===== src/http_request_frame_detector_assert.svh =====
// assertion macros for the http request frame detector
// expects a clock named clk and an active-low reset named rst_n in the including module
`ifndef HTTP_REQUEST_FRAME_DETECTOR_ASSERT_SVH
`define HTTP_REQUEST_FRAME_DETECTOR_ASSERT_SVH

// check a property on every rising edge outside reset
`define HRFD_ASSERT(label, prop, msg) \
    label: assert property (@(posedge clk) disable iff (!rst_n) prop) else $error(msg);

// check an implication that holds in the same cycle
`define HRFD_ASSERT_IMPL(label, cond, prop, msg) \
    `HRFD_ASSERT(label, (cond) |-> (prop), msg)

`endif


===== src/hrfd_pkg.sv =====
// types, codes and match tables for the http request frame detector
// no dependencies
package hrfd_pkg;

    localparam int unsigned BYTE_W      = 8;
    localparam int unsigned MAXLEN_W    = 20;
    localparam int unsigned VALUE_W     = 21;
    localparam int unsigned PKTLEN_W    = 22;
    localparam int unsigned OUTCOME_W   = 3;
    localparam int unsigned HDR_POS_W   = 4;
    localparam int unsigned MPOS_W      = 3;
    localparam logic [VALUE_W-1:0]  VALUE_CAP     = 21'h100000;
    localparam logic [MAXLEN_W-1:0] MAXLEN_RESET  = 20'h10000;
    localparam logic [HDR_POS_W-1:0] HDR_LAST     = 4'd15;

    localparam logic [BYTE_W-1:0] CH_CR    = 8'h0d;
    localparam logic [BYTE_W-1:0] CH_LF    = 8'h0a;
    localparam logic [BYTE_W-1:0] CH_COLON = 8'h3a;
    localparam logic [BYTE_W-1:0] CH_SPACE = 8'h20;
    localparam logic [BYTE_W-1:0] CH_ZERO  = 8'h30;
    localparam logic [BYTE_W-1:0] CH_NINE  = 8'h39;

    typedef enum logic [2:0] {
        PH_METHOD = 3'd0,
        PH_SCAN   = 3'd1,
        PH_SEP1   = 3'd2,
        PH_SEPS   = 3'd3,
        PH_DIGITS = 3'd4,
        PH_REST   = 3'd5,
        PH_BODY   = 3'd6
    } phase_t;

    typedef enum logic [1:0] {
        MK_NONE    = 2'd0,
        MK_GET     = 2'd1,
        MK_POST    = 2'd2,
        MK_UNKNOWN = 2'd3
    } method_t;

    typedef enum logic [2:0] {
        OC_BUSY       = 3'd0,
        OC_GET_DONE   = 3'd1,
        OC_POST_DONE  = 3'd2,
        OC_BAD_METHOD = 3'd3,
        OC_NO_LENGTH  = 3'd4,
        OC_TOO_LONG   = 3'd5
    } outcome_t;

    typedef enum logic [1:0] {
        CR_NONE  = 2'd0,
        CR_CR    = 2'd1,
        CR_CRLF  = 2'd2,
        CR_CRLFC = 2'd3
    } crlf_t;

    localparam logic [1:0] REG_MAX_BODY = 2'd0;

    // fold ascii upper case to lower case
    function automatic logic [BYTE_W-1:0] to_lower(input logic [BYTE_W-1:0] c);
        logic [BYTE_W-1:0] r;
        r = c;
        if (c >= 8'h41 && c <= 8'h5a)
        begin
            r = c + 8'd32;
        end
        return r;
    endfunction

    // "\r\ncontent-length" in lower case
    function automatic logic [BYTE_W-1:0] hdr_char(input logic [HDR_POS_W-1:0] p);
        logic [BYTE_W-1:0] r;
        case (p)
            4'd0:    r = 8'h0d;
            4'd1:    r = 8'h0a;
            4'd2:    r = "c";
            4'd3:    r = "o";
            4'd4:    r = "n";
            4'd5:    r = "t";
            4'd6:    r = "e";
            4'd7:    r = "n";
            4'd8:    r = "t";
            4'd9:    r = "-";
            4'd10:   r = "l";
            4'd11:   r = "e";
            4'd12:   r = "n";
            4'd13:   r = "g";
            4'd14:   r = "t";
            default: r = "h";
        endcase
        return r;
    endfunction

    // later letters of "GET"; position zero is decided separately
    function automatic logic get_match(input logic [MPOS_W-1:0] p, input logic [BYTE_W-1:0] c);
        logic r;
        case (p)
            3'd1:    r = (c == "E");
            3'd2:    r = (c == "T");
            default: r = 1'b0;
        endcase
        return r;
    endfunction

    // later letters of "POST"
    function automatic logic post_match(input logic [MPOS_W-1:0] p, input logic [BYTE_W-1:0] c);
        logic r;
        case (p)
            3'd1:    r = (c == "O");
            3'd2:    r = (c == "S");
            3'd3:    r = (c == "T");
            default: r = 1'b0;
        endcase
        return r;
    endfunction

endpackage


===== src/http_request_frame_detector.sv =====
// http request frame detector, top level
// depends on hrfd_pkg and http_request_frame_detector_assert.svh
// Takes one request-stream byte per transfer and returns one result transfer per byte, in
// order. An input register holds the byte, combinational match and count logic updates
// the request state and fills the output register, so a new byte is taken every cycle
// while the output side keeps up. A GET request ends at its first blank line; a POST
// request ends content-length body bytes after it, the length taken from the first
// case-insensitive content-length header. Unknown methods, a POST without a usable length,
// and lengths above max_body_length end at the blank line with an error outcome. m_tlast
// marks the byte that ends a request; the total byte count is then in the packet_length
// field (zero otherwise) and the detector starts a new request with the next byte. The
// byte count saturates at 2^LENGTH_BITS - 1.
`include "http_request_frame_detector_assert.svh"

module http_request_frame_detector #(
    parameter int unsigned LENGTH_BITS = 22
) (
    input  logic        clk,
    input  logic        rst_n,
    // byte stream in
    input  logic        s_tvalid,
    output logic        s_tready,
    input  logic [7:0]  s_tdata,    // [7:0] data_byte
    // result stream out
    output logic        m_tvalid,
    input  logic        m_tready,
    output logic [31:0] m_tdata,    // [2:0] outcome, [24:3] packet_length, [31:25] zero
    output logic        m_tlast,    // frame_done
    // configuration
    input  logic        psel,
    input  logic        penable,
    input  logic        pwrite,
    input  logic [2:0]  paddr,
    input  logic [31:0] pwdata,
    output logic [31:0] prdata,
    output logic        pready
);

    localparam int unsigned CNT_W = LENGTH_BITS;
    localparam int unsigned PRODUCT_W = hrfd_pkg::VALUE_W + 4;

    // ---------------- configuration register ----------------
    logic [hrfd_pkg::MAXLEN_W-1:0] max_body_reg;
    logic                          cfg_hit;

    assign pready  = 1'b1;
    assign cfg_hit = (paddr[2] == hrfd_pkg::REG_MAX_BODY[0]);

    always_ff @(posedge clk or negedge rst_n)
    begin
        if (!rst_n)
        begin
            max_body_reg <= hrfd_pkg::MAXLEN_RESET;
        end
        else if (psel && penable && pwrite && pready && cfg_hit)
        begin
            max_body_reg <= pwdata[hrfd_pkg::MAXLEN_W-1:0];
        end
    end

    assign prdata = cfg_hit ? {12'd0, max_body_reg} : 32'd0;

    // ---------------- input register and flow control ----------------
    logic                        in_valid_reg;
    logic [hrfd_pkg::BYTE_W-1:0] in_byte_reg;
    logic                        out_valid_reg;
    logic                        out_free;
    logic                        advance;

    // the output register frees up when it is empty or its transfer completes
    assign out_free = !out_valid_reg || m_tready;
    assign advance  = in_valid_reg && out_free;
    assign s_tready = !in_valid_reg || out_free;

    always_ff @(posedge clk or negedge rst_n)
    begin
        if (!rst_n)
        begin
            in_valid_reg <= 1'b0;
        end
        else if (s_tvalid && s_tready)
        begin
            in_valid_reg <= 1'b1;
        end
        else if (advance)
        begin
            in_valid_reg <= 1'b0;
        end
    end

    always_ff @(posedge clk)
    begin
        if (s_tvalid && s_tready)
        begin
            in_byte_reg <= s_tdata;
        end
    end

    // ---------------- request state ----------------
    hrfd_pkg::phase_t              phase_reg, phase_next;
    hrfd_pkg::method_t             kind_reg, kind_next;
    logic [hrfd_pkg::MPOS_W-1:0]   mpos_reg, mpos_next;
    hrfd_pkg::crlf_t               crlf_reg, crlf_next;
    logic [hrfd_pkg::HDR_POS_W-1:0] hpos_reg, hpos_next;
    logic                          seen_reg, seen_next;
    logic [hrfd_pkg::VALUE_W-1:0]  value_reg, value_next;
    logic [CNT_W-1:0]              count_reg, count_next;
    logic [hrfd_pkg::VALUE_W-1:0]  remain_reg, remain_next;

    // per-byte intermediate values, before the end-of-request decision
    logic [hrfd_pkg::BYTE_W-1:0]   c;
    logic                          is_digit;
    logic [3:0]                    digit;
    logic [PRODUCT_W-1:0]          product;
    hrfd_pkg::crlf_t               crlf_upd;
    logic                          blank;
    hrfd_pkg::phase_t              phase_upd;
    hrfd_pkg::method_t             kind_upd;
    logic [hrfd_pkg::MPOS_W-1:0]   mpos_upd;
    logic [hrfd_pkg::HDR_POS_W-1:0] hpos_upd;
    logic                          seen_upd;
    logic [hrfd_pkg::VALUE_W-1:0]  value_upd;
    logic [hrfd_pkg::VALUE_W-1:0]  remain_dec;
    logic [CNT_W-1:0]              count_inc;
    hrfd_pkg::outcome_t            code;
    logic                          enter_body;

    assign c        = in_byte_reg;
    assign is_digit = (c >= hrfd_pkg::CH_ZERO) && (c <= hrfd_pkg::CH_NINE);
    assign digit    = 4'(c - hrfd_pkg::CH_ZERO);
    // value * 10 + digit as two shifts and an add
    assign product  = (PRODUCT_W'(value_reg) << 3) + (PRODUCT_W'(value_reg) << 1)
                    + PRODUCT_W'(digit);

    assign count_inc  = (count_reg == {CNT_W{1'b1}}) ? count_reg : count_reg + 1'b1;
    assign remain_dec = (remain_reg != '0) ? remain_reg - 1'b1 : remain_reg;

    // blank line search, runs on every byte outside the body
    always_comb
    begin
        crlf_upd = crlf_reg;
        blank    = 1'b0;
        if (c == hrfd_pkg::CH_CR)
        begin
            crlf_upd = (crlf_reg == hrfd_pkg::CR_CRLF) ? hrfd_pkg::CR_CRLFC : hrfd_pkg::CR_CR;
        end
        else if (c == hrfd_pkg::CH_LF && crlf_reg == hrfd_pkg::CR_CR)
        begin
            crlf_upd = hrfd_pkg::CR_CRLF;
        end
        else if (c == hrfd_pkg::CH_LF && crlf_reg == hrfd_pkg::CR_CRLFC)
        begin
            blank = 1'b1;
        end
        else
        begin
            crlf_upd = hrfd_pkg::CR_NONE;
        end
    end

    // method, header and length matching within the current phase
    always_comb
    begin
        phase_upd = phase_reg;
        kind_upd  = kind_reg;
        mpos_upd  = mpos_reg;
        hpos_upd  = hpos_reg;
        seen_upd  = seen_reg;
        value_upd = value_reg;
        unique case (phase_reg) inside
            hrfd_pkg::PH_METHOD:
            begin
                if (mpos_reg == '0)
                begin
                    kind_upd = (c == "G") ? hrfd_pkg::MK_GET :
                               (c == "P") ? hrfd_pkg::MK_POST : hrfd_pkg::MK_UNKNOWN;
                end
                else if (kind_reg == hrfd_pkg::MK_GET)
                begin
                    if (!hrfd_pkg::get_match(mpos_reg, c))
                    begin
                        kind_upd = hrfd_pkg::MK_UNKNOWN;
                    end
                end
                else if (kind_reg == hrfd_pkg::MK_POST)
                begin
                    if (!hrfd_pkg::post_match(mpos_reg, c))
                    begin
                        kind_upd = hrfd_pkg::MK_UNKNOWN;
                    end
                end
                else
                begin
                    kind_upd = hrfd_pkg::MK_UNKNOWN;
                end
                mpos_upd = mpos_reg + 1'b1;
                if (kind_upd == hrfd_pkg::MK_UNKNOWN
                    || (kind_upd == hrfd_pkg::MK_GET && mpos_upd == 3'd3)
                    || (kind_upd == hrfd_pkg::MK_POST && mpos_upd == 3'd4))
                begin
                    phase_upd = hrfd_pkg::PH_SCAN;
                end
            end
            hrfd_pkg::PH_SCAN:
            begin
                // header search only matters for POST
                if (kind_reg == hrfd_pkg::MK_POST)
                begin
                    if (hrfd_pkg::to_lower(c) == hrfd_pkg::hdr_char(hpos_reg))
                    begin
                        if (hpos_reg == hrfd_pkg::HDR_LAST)
                        begin
                            hpos_upd  = '0;
                            phase_upd = hrfd_pkg::PH_SEP1;
                        end
                        else
                        begin
                            hpos_upd = hpos_reg + 1'b1;
                        end
                    end
                    else
                    begin
                        hpos_upd = (c == hrfd_pkg::CH_CR) ? 4'd1 : 4'd0;
                    end
                end
            end
            hrfd_pkg::PH_SEP1, hrfd_pkg::PH_SEPS:
            begin
                if (c == hrfd_pkg::CH_COLON || c == hrfd_pkg::CH_SPACE)
                begin
                    phase_upd = hrfd_pkg::PH_SEPS;
                end
                else if (phase_reg == hrfd_pkg::PH_SEPS && is_digit)
                begin
                    seen_upd  = 1'b1;
                    value_upd = hrfd_pkg::VALUE_W'(digit);
                    phase_upd = hrfd_pkg::PH_DIGITS;
                end
                else
                begin
                    phase_upd = hrfd_pkg::PH_REST;
                end
            end
            hrfd_pkg::PH_DIGITS:
            begin
                if (is_digit)
                begin
                    // saturate just above the 20-bit register range
                    value_upd = (product > PRODUCT_W'(hrfd_pkg::VALUE_CAP)) ?
                                hrfd_pkg::VALUE_CAP : product[hrfd_pkg::VALUE_W-1:0];
                end
                else
                begin
                    phase_upd = hrfd_pkg::PH_REST;
                end
            end
            default:
            begin
                // rest of headers and body: nothing to match; body bytes ignore these updates
            end
        endcase
    end

    // outcome of this byte
    always_comb
    begin
        code       = hrfd_pkg::OC_BUSY;
        enter_body = 1'b0;
        if (phase_reg == hrfd_pkg::PH_BODY)
        begin
            if (remain_dec == '0)
            begin
                code = hrfd_pkg::OC_POST_DONE;
            end
        end
        else if (blank)
        begin
            if (kind_upd == hrfd_pkg::MK_GET)
            begin
                code = hrfd_pkg::OC_GET_DONE;
            end
            else if (kind_upd != hrfd_pkg::MK_POST)
            begin
                code = hrfd_pkg::OC_BAD_METHOD;
            end
            else if (!seen_upd)
            begin
                code = hrfd_pkg::OC_NO_LENGTH;
            end
            else if (value_upd > {1'b0, max_body_reg})
            begin
                code = hrfd_pkg::OC_TOO_LONG;
            end
            else if (value_upd == '0)
            begin
                code = hrfd_pkg::OC_POST_DONE;
            end
            else
            begin
                enter_body = 1'b1;
            end
        end
    end

    // next state: restart after an outcome, hold the header state in the body, else take the updates
    always_comb
    begin
        phase_next  = phase_upd;
        kind_next   = kind_upd;
        mpos_next   = mpos_upd;
        crlf_next   = crlf_upd;
        hpos_next   = hpos_upd;
        seen_next   = seen_upd;
        value_next  = value_upd;
        count_next  = count_inc;
        remain_next = remain_reg;
        if (phase_reg == hrfd_pkg::PH_BODY)
        begin
            phase_next  = phase_reg;
            kind_next   = kind_reg;
            mpos_next   = mpos_reg;
            crlf_next   = crlf_reg;
            hpos_next   = hpos_reg;
            seen_next   = seen_reg;
            value_next  = value_reg;
            remain_next = remain_dec;
        end
        else if (enter_body)
        begin
            phase_next  = hrfd_pkg::PH_BODY;
            remain_next = value_upd;
            crlf_next   = hrfd_pkg::CR_NONE;
        end
        if (code != hrfd_pkg::OC_BUSY)
        begin
            phase_next  = hrfd_pkg::PH_METHOD;
            kind_next   = hrfd_pkg::MK_NONE;
            mpos_next   = '0;
            crlf_next   = hrfd_pkg::CR_NONE;
            hpos_next   = '0;
            seen_next   = 1'b0;
            value_next  = '0;
            count_next  = '0;
            remain_next = '0;
        end
    end

    always_ff @(posedge clk or negedge rst_n)
    begin
        if (!rst_n)
        begin
            phase_reg  <= hrfd_pkg::PH_METHOD;
            kind_reg   <= hrfd_pkg::MK_NONE;
            mpos_reg   <= '0;
            crlf_reg   <= hrfd_pkg::CR_NONE;
            hpos_reg   <= '0;
            seen_reg   <= 1'b0;
            value_reg  <= '0;
            count_reg  <= '0;
            remain_reg <= '0;
        end
        else if (advance)
        begin
            phase_reg  <= phase_next;
            kind_reg   <= kind_next;
            mpos_reg   <= mpos_next;
            crlf_reg   <= crlf_next;
            hpos_reg   <= hpos_next;
            seen_reg   <= seen_next;
            value_reg  <= value_next;
            count_reg  <= count_next;
            remain_reg <= remain_next;
        end
    end

    // ---------------- output register ----------------
    logic [CNT_W+hrfd_pkg::PKTLEN_W-1:0] count_wide;
    logic [hrfd_pkg::PKTLEN_W-1:0]       pkt_len;
    logic                                out_last_reg;
    hrfd_pkg::outcome_t                  out_code_reg;
    logic [hrfd_pkg::PKTLEN_W-1:0]       out_len_reg;

    // count including this byte, cut or padded to the field width
    assign count_wide = {{hrfd_pkg::PKTLEN_W{1'b0}}, count_inc};
    assign pkt_len    = count_wide[hrfd_pkg::PKTLEN_W-1:0];

    always_ff @(posedge clk or negedge rst_n)
    begin
        if (!rst_n)
        begin
            out_valid_reg <= 1'b0;
        end
        else if (advance)
        begin
            out_valid_reg <= 1'b1;
        end
        else if (m_tready)
        begin
            out_valid_reg <= 1'b0;
        end
    end

    always_ff @(posedge clk)
    begin
        if (advance)
        begin
            out_last_reg <= (code != hrfd_pkg::OC_BUSY);
            out_code_reg <= code;
            out_len_reg  <= (code != hrfd_pkg::OC_BUSY) ? pkt_len : '0;
        end
    end

    assign m_tvalid = out_valid_reg;
    assign m_tlast  = out_last_reg;
    assign m_tdata  = {7'd0, out_len_reg, out_code_reg};

    // ---------------- assertions ----------------
    `HRFD_ASSERT_IMPL(a_last_has_outcome, m_tvalid && m_tlast, m_tdata[2:0] != 3'd0,
        "frame end without an outcome")
    `HRFD_ASSERT_IMPL(a_busy_is_zero, m_tvalid && !m_tlast, m_tdata == 32'd0,
        "in-progress result carries nonzero fields")
    `HRFD_ASSERT_IMPL(a_body_is_post, phase_reg == hrfd_pkg::PH_BODY,
        kind_reg == hrfd_pkg::MK_POST && seen_reg && remain_reg != '0,
        "body phase without a pending POST length")
    `HRFD_ASSERT_IMPL(a_hdr_only_post, hpos_reg != '0,
        kind_reg == hrfd_pkg::MK_POST && phase_reg == hrfd_pkg::PH_SCAN,
        "header match progress outside POST header scan")

endmodule


===== config.mk =====
export PLATFORM = sky130hd
export DESIGN_NAME = http_request_frame_detector
export DESIGN_NICKNAME = d
export VERILOG_FILES = /design/src/hrfd_pkg.sv /design/src/http_request_frame_detector.sv
export VERILOG_INCLUDE_DIRS = /design/src /design/src/src
export SDC_FILE = /design/constraint.sdc
export NUM_CORES = 1
export LEC_CHECK = 0
export BUFFER_PORTS_ARGS = -buffer_cell sky130_fd_sc_hd__buf_2
export CAP_MARGIN = 40
export CORE_ASPECT_RATIO = 0.5
export CORE_MARGIN = 2
export CORE_UTILIZATION = 47
export DETAILED_ROUTE_END_ITERATION = 6
export GPL_ROUTABILITY_DRIVEN = 0
export GPL_TIMING_DRIVEN = 0
export PLACE_DENSITY = 0.66
export SLEW_MARGIN = 25
export SYNTH_ARGS = -nofsm -noshare
export SYNTH_HDL_FRONTEND = slang
export SYNTH_SLANG_ARGS = --single-unit

===== constraint.sdc =====
create_clock -name clk -period 7.71 [get_ports clk]
set_clock_uncertainty 0.2 [all_clocks]
set_input_delay 1.542 -clock clk [delete_from_list [all_inputs] [get_ports clk]]
set_output_delay 1.542 -clock clk [all_outputs]
set_load 0.005 [all_outputs]

* Word level (Yosys, flattened, before mapping)
Memories as Yosys holds them, arrays and structs flattened. Cells that the tools add are included.
Operators by class: add/sub/neg operators 8, multiply operators 0, div/mod/pow operators 0, magnitude comparators 6, equal/unequal tests 40, shift operators 0, multiplexer cells 94, bitwise gates (word level) 1, reductions and logical operators 39
Operators by type and width (count):
- 2-to-1 mux 21 bit | 10
- 2-to-1 mux 3 bit | 18
- equality test 8 x 7 -> 1 bit (second input constant) | 6
- 2-to-1 mux 22 bit | 2
- zero test 21 bit | 2
- one-hot mux 21 bit (2 select lines) | 1
- 2-to-1 mux 8 bit | 5
- 2-to-1 mux 2 bit | 19
- 2-to-1 mux 1 bit | 29
- adder 24 x 22 -> 25 bit | 1
- adder 25 x 4 -> 25 bit | 1
- > comparator 25 x 21 -> 1 bit (second input constant) | 1
- 2-to-1 mux 4 bit | 6
- adder 22 x 1 -> 22 bit (second input constant) | 1
- equality test 22 bit (second input constant) | 1
- > comparator 21 x 20 -> 1 bit | 1
- nonzero test 21 bit | 1
- subtractor 21 x 1 -> 21 bit (second input constant) | 1
- 2-to-1 mux 20 bit | 1
- equality test 8 x 4 -> 1 bit (second input constant) | 2
- equality test 8 x 6 -> 1 bit (second input constant) | 2
- equality test 3 x 2 -> 1 bit (second input constant) | 5
- logical AND 1 bit | 12
- inequality test 4 x 2 -> 1 bit (second input constant) | 3
- other kinds (33) | 57
Storage, ports and cells: register bits after elaboration 135, latch bits 0, memory bits (writable) 0, memory bits (read-only) 112, input bits 50, output and inout port bits 68, logic and storage cells 205, memories 1
Memories:
- (name not given) | words 16, bits a word 7, read ports 1, clocked after Yosys merged registers in 0, write ports 0, RTL line hrfd_pkg.sv:72 | case (p)

* Depth between registers and ports, before layout
Gate-level depths: netlist of run 1.
depth in word-level cells 20, mapped depth 31, gate-level depth less buffers 27

* Worst setup path before layout of run 1
Ideal clock, no wire load.
path kind reg-to-reg, start register in_byte_reg (netlist bit c[3]), end register count_reg[1], library setup time 122 ps, data arrival time 6502 ps, setup slack 886 ps, stages on the path, launching flop included 30, path buffers 4, clock period less this slack 6824 ps, path through edfxtp_1 -> clkbuf_1 -> inv_1 -> fa_1 -> fa_1 -> nand2b_1 -> a21oi_1 -> o21a_1 -> o211a_1 -> nor3_1 -> or4_1 -> o21ai_2 -> nor3b_2 -> buf_4 -> a32oi_1 -> inv_1 -> ha_1 -> nand4_1 -> or4_1 -> o22ai_1 -> a31oi_1 -> nor2_1 -> o21ai_0 -> o311a_1 -> o221a_1 -> buf_4 -> inv_4 -> buf_6 -> nor2_8 -> a32o_1
Between the ends: word-level cells in the longest chain between the ends 19, elaborated cells between the ends (all ways) 62, classes of those cells add/sub (2); order compare (4); eq/ne (12); mux (37); reduce/logical (7)
Ends and longest elaborated chain:
- start, declared | RTL line http_request_frame_detector.sv:65 | logic [hrfd_pkg::BYTE_W-1:0] in_byte_reg;
- start signal, assigned | RTL line http_request_frame_detector.sv:95 | in_byte_reg <= s_tdata;
- branches (longest 15 deep; another with adder 25 x 4 -> 25 bit)
- 2-to-1 mux 3 bit (*) | RTL line http_request_frame_detector.sv:276 | else if (blank)
- 2-to-1 mux 3 bit (*) | RTL line http_request_frame_detector.sv:269 | if (phase_reg == hrfd_pkg::PH_BODY)
- nonzero test 3 bit (*) | RTL line http_request_frame_detector.sv:334 | if (code != hrfd_pkg::OC_BUSY)
- 2-to-1 mux 22 bit (*) | RTL line http_request_frame_detector.sv:334
- end signal, assigned | RTL line http_request_frame_detector.sv:371 | count_reg <= count_next;
- end, declared | RTL line http_request_frame_detector.sv:107 | logic [CNT_W-1:0] count_reg, count_next;
Mark *: on every way between the ends. The select of a mux whose other input is x is not followed. A chain may end at the register's enable or synchronous reset.

* Worst setup path in the final report of run 1
start register in_byte_reg (netlist bit c[3]), end register out_len_reg[6] in the netlist's numbering (data pin)
Between the ends: word-level cells in the longest chain between the ends 18, elaborated cells between the ends (all ways) 61, classes of those cells add/sub (2); order compare (4); eq/ne (12); mux (36); reduce/logical (7)
Ends and longest elaborated chain:
- branches (longest 15 deep; another with adder 25 x 4 -> 25 bit)
- 2-to-1 mux 3 bit (*) | RTL line http_request_frame_detector.sv:276
- 2-to-1 mux 3 bit (*) | RTL line http_request_frame_detector.sv:269
- nonzero test 3 bit (*) | RTL line http_request_frame_detector.sv:409 | out_len_reg <= (code != hrfd_pkg::OC_BUSY) ? pkt_len : '0;
- end signal, assigned | RTL line http_request_frame_detector.sv:409
- end, declared | RTL line http_request_frame_detector.sv:381 | logic [hrfd_pkg::PKTLEN_W-1:0] out_len_reg;
Marks and branches as above.

==> results_dict.tcl, run 1 <==
set metrics [dict create \
    synth_top_area_frac 0.227 \
    vias 10600 \
    numCtsBuffers 17 \
    hold_class "reg -> reg" \
    path_clk_slew_ps 60 \
    cts.sinks 135 \
    violations "design-rule violations" \
    synth_cell_types 103 \
    synth_edf_count 34 \
    portBuffers 83 \
    ctsHoldBuffers 0 \
    pwr_density_cell_nw_per_um2 163 \
    die_h_um 112 \
    syn_to_final_growth_pct 15.4 \
    grt_pass1_wl_um 53600 \
    yosysWarningCount 0 \
    drt_first_pass_iters 7 \
    worstPathArrival_ps 7480 \
    synth.ff_latch_count 135 \
    synth_largest_area_cell "dfrtp_1" \
    p_leak_nw 5.59 \
    dieArea_um2 24800 \
    critPathKind "reg -> reg" \
    power_mw 2.08 \
    core_um2 22900 \
    htree_levels 4 \
    synthCells 1292 \
    ant_nets 0 \
    synth_area_um2 11000 \
    max-clock-path-buffers 2 \
    required_ps 7710 \
    n_antenna_cell 0 \
    nets 1557 \
    finalWirelength_um 33400 \
    cp_max_fo 10 \
    ctsRootBufferMaster "clkbuf_16" \
    min_from "in_valid_reg" \
    cp-end-kind "flop" \
    fmax_ghz 0.134 \
    drive_gt1_frac 0.182 \
    grt_max_degree 53 \
    yosysSeqAreaShare 0.322 \
    fin_util 0.555 \
    grt_usage 0.277 \
    finalSetupViolCount 0 \
    drt_iter0_drc 1149 \
    num_io_pins 118 \
    maxSlewHeadroom 0.357 \
    synth-main-ff-cell "dfrtp_1" \
    synth-async-reset-ratio 0.748 \
    avgRoutedWirePerCell_um 19.1 \
    die_x_um 221 \
    grt_overflow_total 0 \
    status "complete, but fails checks" \
    place_hpwl_um 25200 \
    period_share 0.970 \
    clock_latency_ps 460 \
    post-route-drc-count 1 \
    rr_startpoint "c[3]" \
    antenna_found_initial 0 \
    crit_path_start "c[3]" \
    start_kind "flop" \
    hold_slack_ps 296 \
    cts_tree "built" \
    finalCriticalPeriod_ps 7480 \
    finalHoldViolCount 0 \
    peakVddDrop_mv 0.171 \
    start_util 0.481 \
    synth.avg_cell_area_um2 8.54 \
    rows 39 \
    viasPerCell 6.08 \
    maxSlewViolCount 0 \
    tightest_slew_ps 957 \
    yosys-top-cells-area "dfrtp_1 23%, edfxtp_1 9.3%, ha_1 9.2%, nand2_1 4.9%, nor2_1 3.8%" \
    grt_pass1_vias 9999 \
    cap_violations 0 \
]
==> metrics by stage <==
step                instances  setup WS [ps]  setup TNS (ps)  instance area [um2]
floorplan                1310            886               0                11100
global placement         1700          -1100          -86500                11900
detailed placement       1703          -1150          -94910                12000
CTS                      1740           19.8               0                12600
global route             1744          -34.5            -190                12700
finish                   1744            231               0                12700
==> kinds of logic after synthesis <==
logic type / share of synthesized area
fa+ha+maj: 0.0955
flops: 0.322
mux: 0.0308
compound gates: 0.227
xor+xnor: 0.0270
buf+inv: 0.0668
other cells: 0.000681
simple gates: 0.230
==> cell usage in the layout, fill, tap and decap left out, types with 22 or more instances in the layout <==
master    Yosys  routed
nand2_1     143     143
nor2_1      113     111
dfrtp_1     100      99
buf_2        11      90
ha_1         81      81
a21oi_1      79      78
inv_1        72      71
o21ai_0      59      59
clkbuf_1     42      39
nand3_1      36      36
buf_4        24      35
edfxtp_1     34      34
nor3_1       31      30
o21ai_1      28      28
nand4_1      22      22
mux2_2       22      22
==> Yosys cell counts, drive strengths merged (19+ instances only) <==
library cell / instances
edfxtp: 34
o21ai: 88
clkbuf: 42
ha: 81
o31ai: 29
o22ai: 19
nand2b: 21
nor3: 35
nand2: 143
buf: 41
nand3: 38
nor2: 116
inv: 74
mux2: 22
xnor2: 21
nand4: 23
dfrtp: 100
a21oi: 79
==> critical path: stages (launching register included) <==
cell and delay, ps:
edfxtp_1 520, inv_2 150, fa_1 550, fa_1 500
nand2b_1 260, a21oi_4 210, o21a_1 250, o211a_1 190
nor3_1 80, or4_1 570, o21ai_4 200, nor3b_4 270
buf_6 190, a32o_2 250, ha_1 170, nand4_1 140
or4_1 590, a31o_2 250, a31oi_2 270, nor2_2 60
o21ai_0 160, o311a_1 280, o221a_1 210, buf_4 190
buf_4 240, buf_4 200, nor2_1 70
==> report_power, final <==
group	internal [mW]	switching, mW	leakage [nW]	total, mW
registers	0.794	0.0498	1.62	0.844
clock network	0.446	0.342	0.264	0.788
logic	0.177	0.268	3.70	0.445
==> area by class of cell <==
type / instances / area [um2]
plain buffers: 82 / 465
clock buffers: 22 / 485
clock inverters: 10 / 68.8
fillers: 2107 / 10200
inverters: 75 / 284
multi-input cells: 1017 / 6930
flip-flops and latches: 135 / 3550
well taps: 307 / 384
repair buffers: 96 / 563
==> final timing paths <==
| path | endpoint | slack, ps | cells past startpoint |
|---|---|---|---|
| worst max-delay path | out_len_reg[6] | 230 | 26 |
| worst min-delay path | m_tvalid | 300 | 1 |
| worst max register to register | out_len_reg[6] | 230 | 26 |
| min in group asynchronous | count_reg[20] | 840 | 1 |
| max in group asynchronous | value_reg[2] | 5800 | 2 |
| worst min register to register | m_tvalid | 300 | 1 |
==> timing repair <==
action	CTS	global route
pin swaps	6	7
setup endpoints to repair	103	100
resized for setup	16	16
buffers inserted	6	3
==> metal layers <==
layer,share of wire,up-vias,GRT usage
li1,-,4958,-
met1,0.46,5099,0.402
met2,0.43,480,0.410
met3,0.089,63,0.0583
met4,0.024,0,0.0969
met5,0,-,0
(Power assumes the default switching activity.)
==> run 2: changes to the inputs <==
--- a/config.mk
+++ b/config.mk
@@ -10,11 +10,11 @@
 export CAP_MARGIN = 40
 export CORE_ASPECT_RATIO = 0.5
 export CORE_MARGIN = 2
-export CORE_UTILIZATION = 47
+export CORE_UTILIZATION = 59
 export DETAILED_ROUTE_END_ITERATION = 6
 export GPL_ROUTABILITY_DRIVEN = 0
 export GPL_TIMING_DRIVEN = 0
-export PLACE_DENSITY = 0.66
+export PLACE_DENSITY = 0.8
 export SLEW_MARGIN = 25
 export SYNTH_ARGS = -nofsm -noshare
 export SYNTH_HDL_FRONTEND = slang
==> run 2 against run 1 <==
  * Largest cell class unchanged
  * First-iteration DRC count up 48%
  * Register-to-register slack about the same
  * Non-clock buffer count down 4
  * The run still ends with design-rule violations left
==> results_dict.tcl, run 2 (synthesis results as in run 1) <==
set metrics [dict create \
    finalCriticalPeriod_ps 7490 \
    grt_overflow_total 0 \
    grt_max_degree 56 \
    die_h_um 101 \
    cts.sinks 135 \
    worstPathArrival_ps 7470 \
    cp_max_fo 10 \
    vias 10800 \
    status "complete, but fails checks" \
    critPathKind "reg -> reg" \
    grt_pass1_wl_um 50500 \
    crit_slowest_cell "nor4bb_2" \
    pwr_density_cell_nw_per_um2 170 \
    slowest_delay_ps 610 \
    layout_commonest_cell "nand2_1" \
    cp_common_cell "inv_1" \
    grt_pass1_vias 9956 \
    start_util 0.601 \
    core_um2 18300 \
    violations "design-rule violations" \
    avgRoutedWirePerCell_um 19.0 \
    required_ps 7680 \
    hold_slack_ps 301 \
    hold_class "reg -> reg" \
    finalSetupViolCount 0 \
    drt_iter0_drc 1706 \
    dieArea_um2 19900 \
    finalNonFillerCells 1673 \
    numCtsBuffers 17 \
    antenna_found_initial 1 \
    peakVddDrop_mv 0.170 \
    layout_common_cells "143 x nand2_1, 113 x nor2_1, 99 x dfrtp_1" \
    pre_cts_ws_ps -734 \
    tightest_slew_ps 858 \
    drive_gt1_frac 0.177 \
    rows 35 \
    portBuffers 83 \
    max-clock-path-buffers 2 \
    maxSlewHeadroom 0.424 \
    period_share 0.972 \
    ctsRootBufferMaster "clkbuf_16" \
    viasPerCell 6.48 \
    grt_usage 0.320 \
    fmax_ghz 0.133 \
    place_hpwl_um 23400 \
    post-route-drc-count 2 \
    cap_violations 0 \
    cp-end-kind "flop" \
    num_io_pins 118 \
    finalHoldViolCount 0 \
    fin_ws_ps 218 \
    drt_first_pass_iters 7 \
    p_leak_nw 5.60 \
    syn_to_final_growth_pct 14.6 \
    place_inst 1635 \
    path_clk_slew_ps 70 \
    start_kind "flop" \
    setup_tns_ps 0 \
    n_antenna_cell 0 \
    finalWirelength_um 31800 \
    cts_tree "built" \
    htree_levels 4 \
    clock_latency_ps 430 \
    maxSlewViolCount 0 \
    nets 1553 \
    ant_nets 0 \
    die_x_um 197 \
]
[run 2: changes by cell type in the layout (fill, tap and decap cells not counted), moves of 3 or more]
cell        change
o21ai_0         -3
o21ai_1         +3
inv_6           +4
buf_4           -6
bufinv_16       +3
clkinvlp_4      -3
[run 2: where the power goes]
| group | internal, mW | leakage (nW) | switching [mW] |
|---|---|---|---|
| combinational | 0.177 | 3.68 | 0.267 |
| clock | 0.519 | 0.300 | 0.348 |
| sequential | 0.794 | 1.62 | 0.0452 |
[run 2: cell type report]
type	count	area [um2]
buffer	82	473
clock buffer	18	429
clock inverter	14	186
fill	1420	5710
inverter	75	284
multi-input combinational	1017	6890
sequential	135	3550
tap	240	300
timing repair buffer	92	522
[run 2: per-layer routing]
| layer | vias up | wire length (um) | track usage |
|---|---|---|---|
| met4 | 2 | 1020 | 0.115 |
| met2 | 617 | 13900 | 0.493 |
| met5 | - | 9 | 0 |
| met1 | 5142 | 13400 | 0.442 |
| met3 | 119 | 3420 | 0.0783 |
| li1 | 4961 | - | - |
[run 2: repair_timing]
item	CTS	global route
resized for setup	7	24
endpoints found under the setup margin	101	100
hold buffers	0	0
buffers inserted	1	6
pin swaps	0	11
[run 2: worst paths after layout]
path                               from         endpoint  slack, ps  depth (start not counted)
setup reg to reg           value_reg[2]  out_len_reg[11]        220                         28
setup / recovery           value_reg[2]  out_len_reg[11]        220                         28
min in group asynchronous         rst_n     in_valid_reg        850                          1
hold reg to reg            in_valid_reg         m_tvalid        300                          1
hold / removal             in_valid_reg         m_tvalid        300                          1
max in group asynchronous         rst_n   remain_reg[15]       5820                          2
[run 2: worst max-delay path, delay by kind of cell (launching register included)]
kind | cells | cell delay [ps]
compound gates | 9 | 2010
fa+ha+maj | 3 | 1190
buf+inv | 7 | 1070
flops | 1 | 430
simple gates | 9 | 2300
[run 2: through the flow]
| step | power (mW) | area (um2) | utilization |
|---|---|---|---|
| CTS | 2.14 | 12500 | 0.683 |
| floorplan | 1.13 | 11100 | - |
| finish | 2.15 | 12600 | 0.689 |
| detailed placement | 1.28 | 11900 | 0.647 |
| global route | 2.24 | 12600 | 0.689 |
| global placement | 1.25 | 11800 | 0.644 |
==> run 3: changes to the inputs <==
--- a/config.mk
+++ b/config.mk
@@ -8,13 +8,12 @@
 export LEC_CHECK = 0
 export BUFFER_PORTS_ARGS = -buffer_cell sky130_fd_sc_hd__buf_2
 export CAP_MARGIN = 40
-export CORE_ASPECT_RATIO = 0.5
 export CORE_MARGIN = 2
-export CORE_UTILIZATION = 59
+export CORE_UTILIZATION = 60
 export DETAILED_ROUTE_END_ITERATION = 6
 export GPL_ROUTABILITY_DRIVEN = 0
 export GPL_TIMING_DRIVEN = 0
-export PLACE_DENSITY = 0.8
+export PLACE_DENSITY = 0.81
 export SLEW_MARGIN = 25
 export SYNTH_ARGS = -nofsm -noshare
 export SYNTH_HDL_FRONTEND = slang
==> run 3 against run 2 <==
  * The flow now finishes without violations
  * Hold slack improved by 5.8 ps
  * Maximum frequency barely moved
  * Flip-flop and latch count unchanged
  * Critical endpoint is now out_len_reg[9]
==> results_dict.tcl, run 3 (synthesis results as in run 1) <==
set metrics [dict create \
    status "completed" \
    hold_depth 1 \
    nets 1559 \
    die_h_um 140 \
    layout_common_cells "143 x nand2_1, 112 x nor2_1, 99 x dfrtp_1" \
    hold_class "reg -> reg" \
    final_cell_area_um2 12700 \
    die_x_um 140 \
    rr_startpoint "c[3]" \
    cp_max_fo 10 \
    finalSetupViolCount 0 \
    finalWirelength_um 31600 \
    period_share 0.971 \
    ctsRootBufferMaster "clkbuf_16" \
    cts_tree "built" \
    antenna_found_initial 0 \
    ant_nets 0 \
    rr_worst_depth 27 \
    fmax_ghz 0.134 \
    layout_commonest_cell "nand2_1" \
    syn_to_final_growth_pct 15.0 \
    pwr_density_cell_nw_per_um2 167 \
    viasPerCell 6.44 \
    worstHoldEndpoint "max_body_reg[5]" \
    start_util 0.612 \
    max-clock-path-buffers 2 \
    vias 10800 \
    cap_violations 0 \
    clock_latency_ps 430 \
    grt_pass1_vias 9897 \
    min_from "max_body_reg[5]" \
    numCtsBuffers 17 \
    place_hpwl_um 23000 \
    hold_slack_ps 307 \
    drt_iter0_drc 1426 \
    finalHoldViolCount 0 \
    maxSlewViolCount 0 \
    rr_endpoint "out_len_reg[9]" \
    critPathKind "reg -> reg" \
    path_clk_slew_ps 70 \
    p_leak_nw 5.63 \
    r2r_slack_ps 220 \
    core_um2 18000 \
    post-route-drc-count 0 \
    portBuffers 83 \
    grt_max_degree 70 \
    rows 49 \
    required_ps 7680 \
    ctsHoldBuffers 0 \
    cp-end-kind "flop" \
    peakVddDrop_mv 0.245 \
    htree_levels 4 \
    drive_gt1_frac 0.184 \
    post_dp_cell_area_um2 11900 \
    start_kind "flop" \
    tightest_slew_ps 805 \
    avgRoutedWirePerCell_um 19.0 \
    cts.sinks 135 \
    grt_pass1_wl_um 50100 \
    worstPathArrival_ps 7460 \
    grt_usage 0.315 \
    finalCriticalPeriod_ps 7490 \
    drt_first_pass_iters 6 \
    num_io_pins 118 \
    dieArea_um2 19500 \
    maxSlewHeadroom 0.463 \
    n_antenna_cell 0 \
    grt_overflow_total 0 \
]
==> run 3: cell count changes in the layout (fill, tap and decap cells not counted), moves of 2 or more <==
cell / delta
buf_6: -2
nor3_1: -2
buf_4: +7
o21ai_1: -2
inv_8: +5
nor3_2: +2
o21ai_0: +2
bufinv_16: -2
==> run 3: cell type report <==
cell class / instances / area [um2]
multi-input cells: 1017 / 6930
fillers: 1370 / 5340
flip-flops and latches: 135 / 3550
repair buffers: 98 / 567
plain buffers: 82 / 465
clock buffers: 17 / 425
well taps: 229 / 287
inverters: 75 / 284
clock inverters: 15 / 176
==> run 3: worst max path at each step <==
stage,startpoint,to,cells after the start
floorplan,c[3],count_reg[1],29
global placement,c[3],out_len_reg[2],28
detailed placement,c[3],out_len_reg[2],28
CTS,c[3],out_len_reg[9],28
global route,value_reg[7],out_len_reg[9],27
finish,c[3],out_len_reg[9],27
==> run 3: report_power, final <==
part,switching [mW],internal [mW]
Sequential,0.0454,0.793
Clock,0.375,0.466
Combinational,0.261,0.179
Total,0.681,1.44
==> run 3: stage by stage <==
step	utilization	cells	TNS, ps	worst slack (ps)	total power, mW
global route	0.704	1668	-947	-60.2	2.21
CTS	0.693	1657	0	14.2	2.11
global placement	0.655	1622	-47450	-700	1.25
detailed placement	0.658	1624	-56430	-780	1.27
finish	0.704	1668	0	224	2.12
floorplan	-	1310	0	886	1.13
==> run 3: critical path, stage by stage (launching register included) <==
cell      delay (ps)
edfxtp_1         420
inv_2            100
fa_1             600
inv_1             60
ha_1             270
a21o_1           210
nand3_4          140
a211oi_4         330
nor3_1           110
nor4bb_2         600
or4_4            270
o21ai_4           70
nor3b_4          180
a32oi_1          530
inv_1            120
ha_1             300
nand4_1          120
or4_1            550
o22ai_1          130
a31oi_1          100
nor2_1           210
o21ai_0          180
o41ai_2          410
o221a_1          260
buf_4            210
buf_4            230
clkbuf_4         240
nor2_1            90
==> run 3: what timing repair did <==
action                                 CTS  global route
pin swaps                                1             7
cloned                                   0             0
resized for setup                        6            28
buffers inserted                         2            10
setup endpoints to repair              102           100
endpoints found under the hold margin    0             0
==> run 3: per-layer routing <==
| layer | up-vias | routed length, um | GRT usage |
|---|---|---|---|
| li1 | 4985 | - | - |
| met1 | 5074 | 12700 | 0.413 |
| met2 | 577 | 14900 | 0.503 |
| met3 | 114 | 2710 | 0.0650 |
| met4 | 0 | 1400 | 0.147 |
| met5 | - | 0 | 0 |
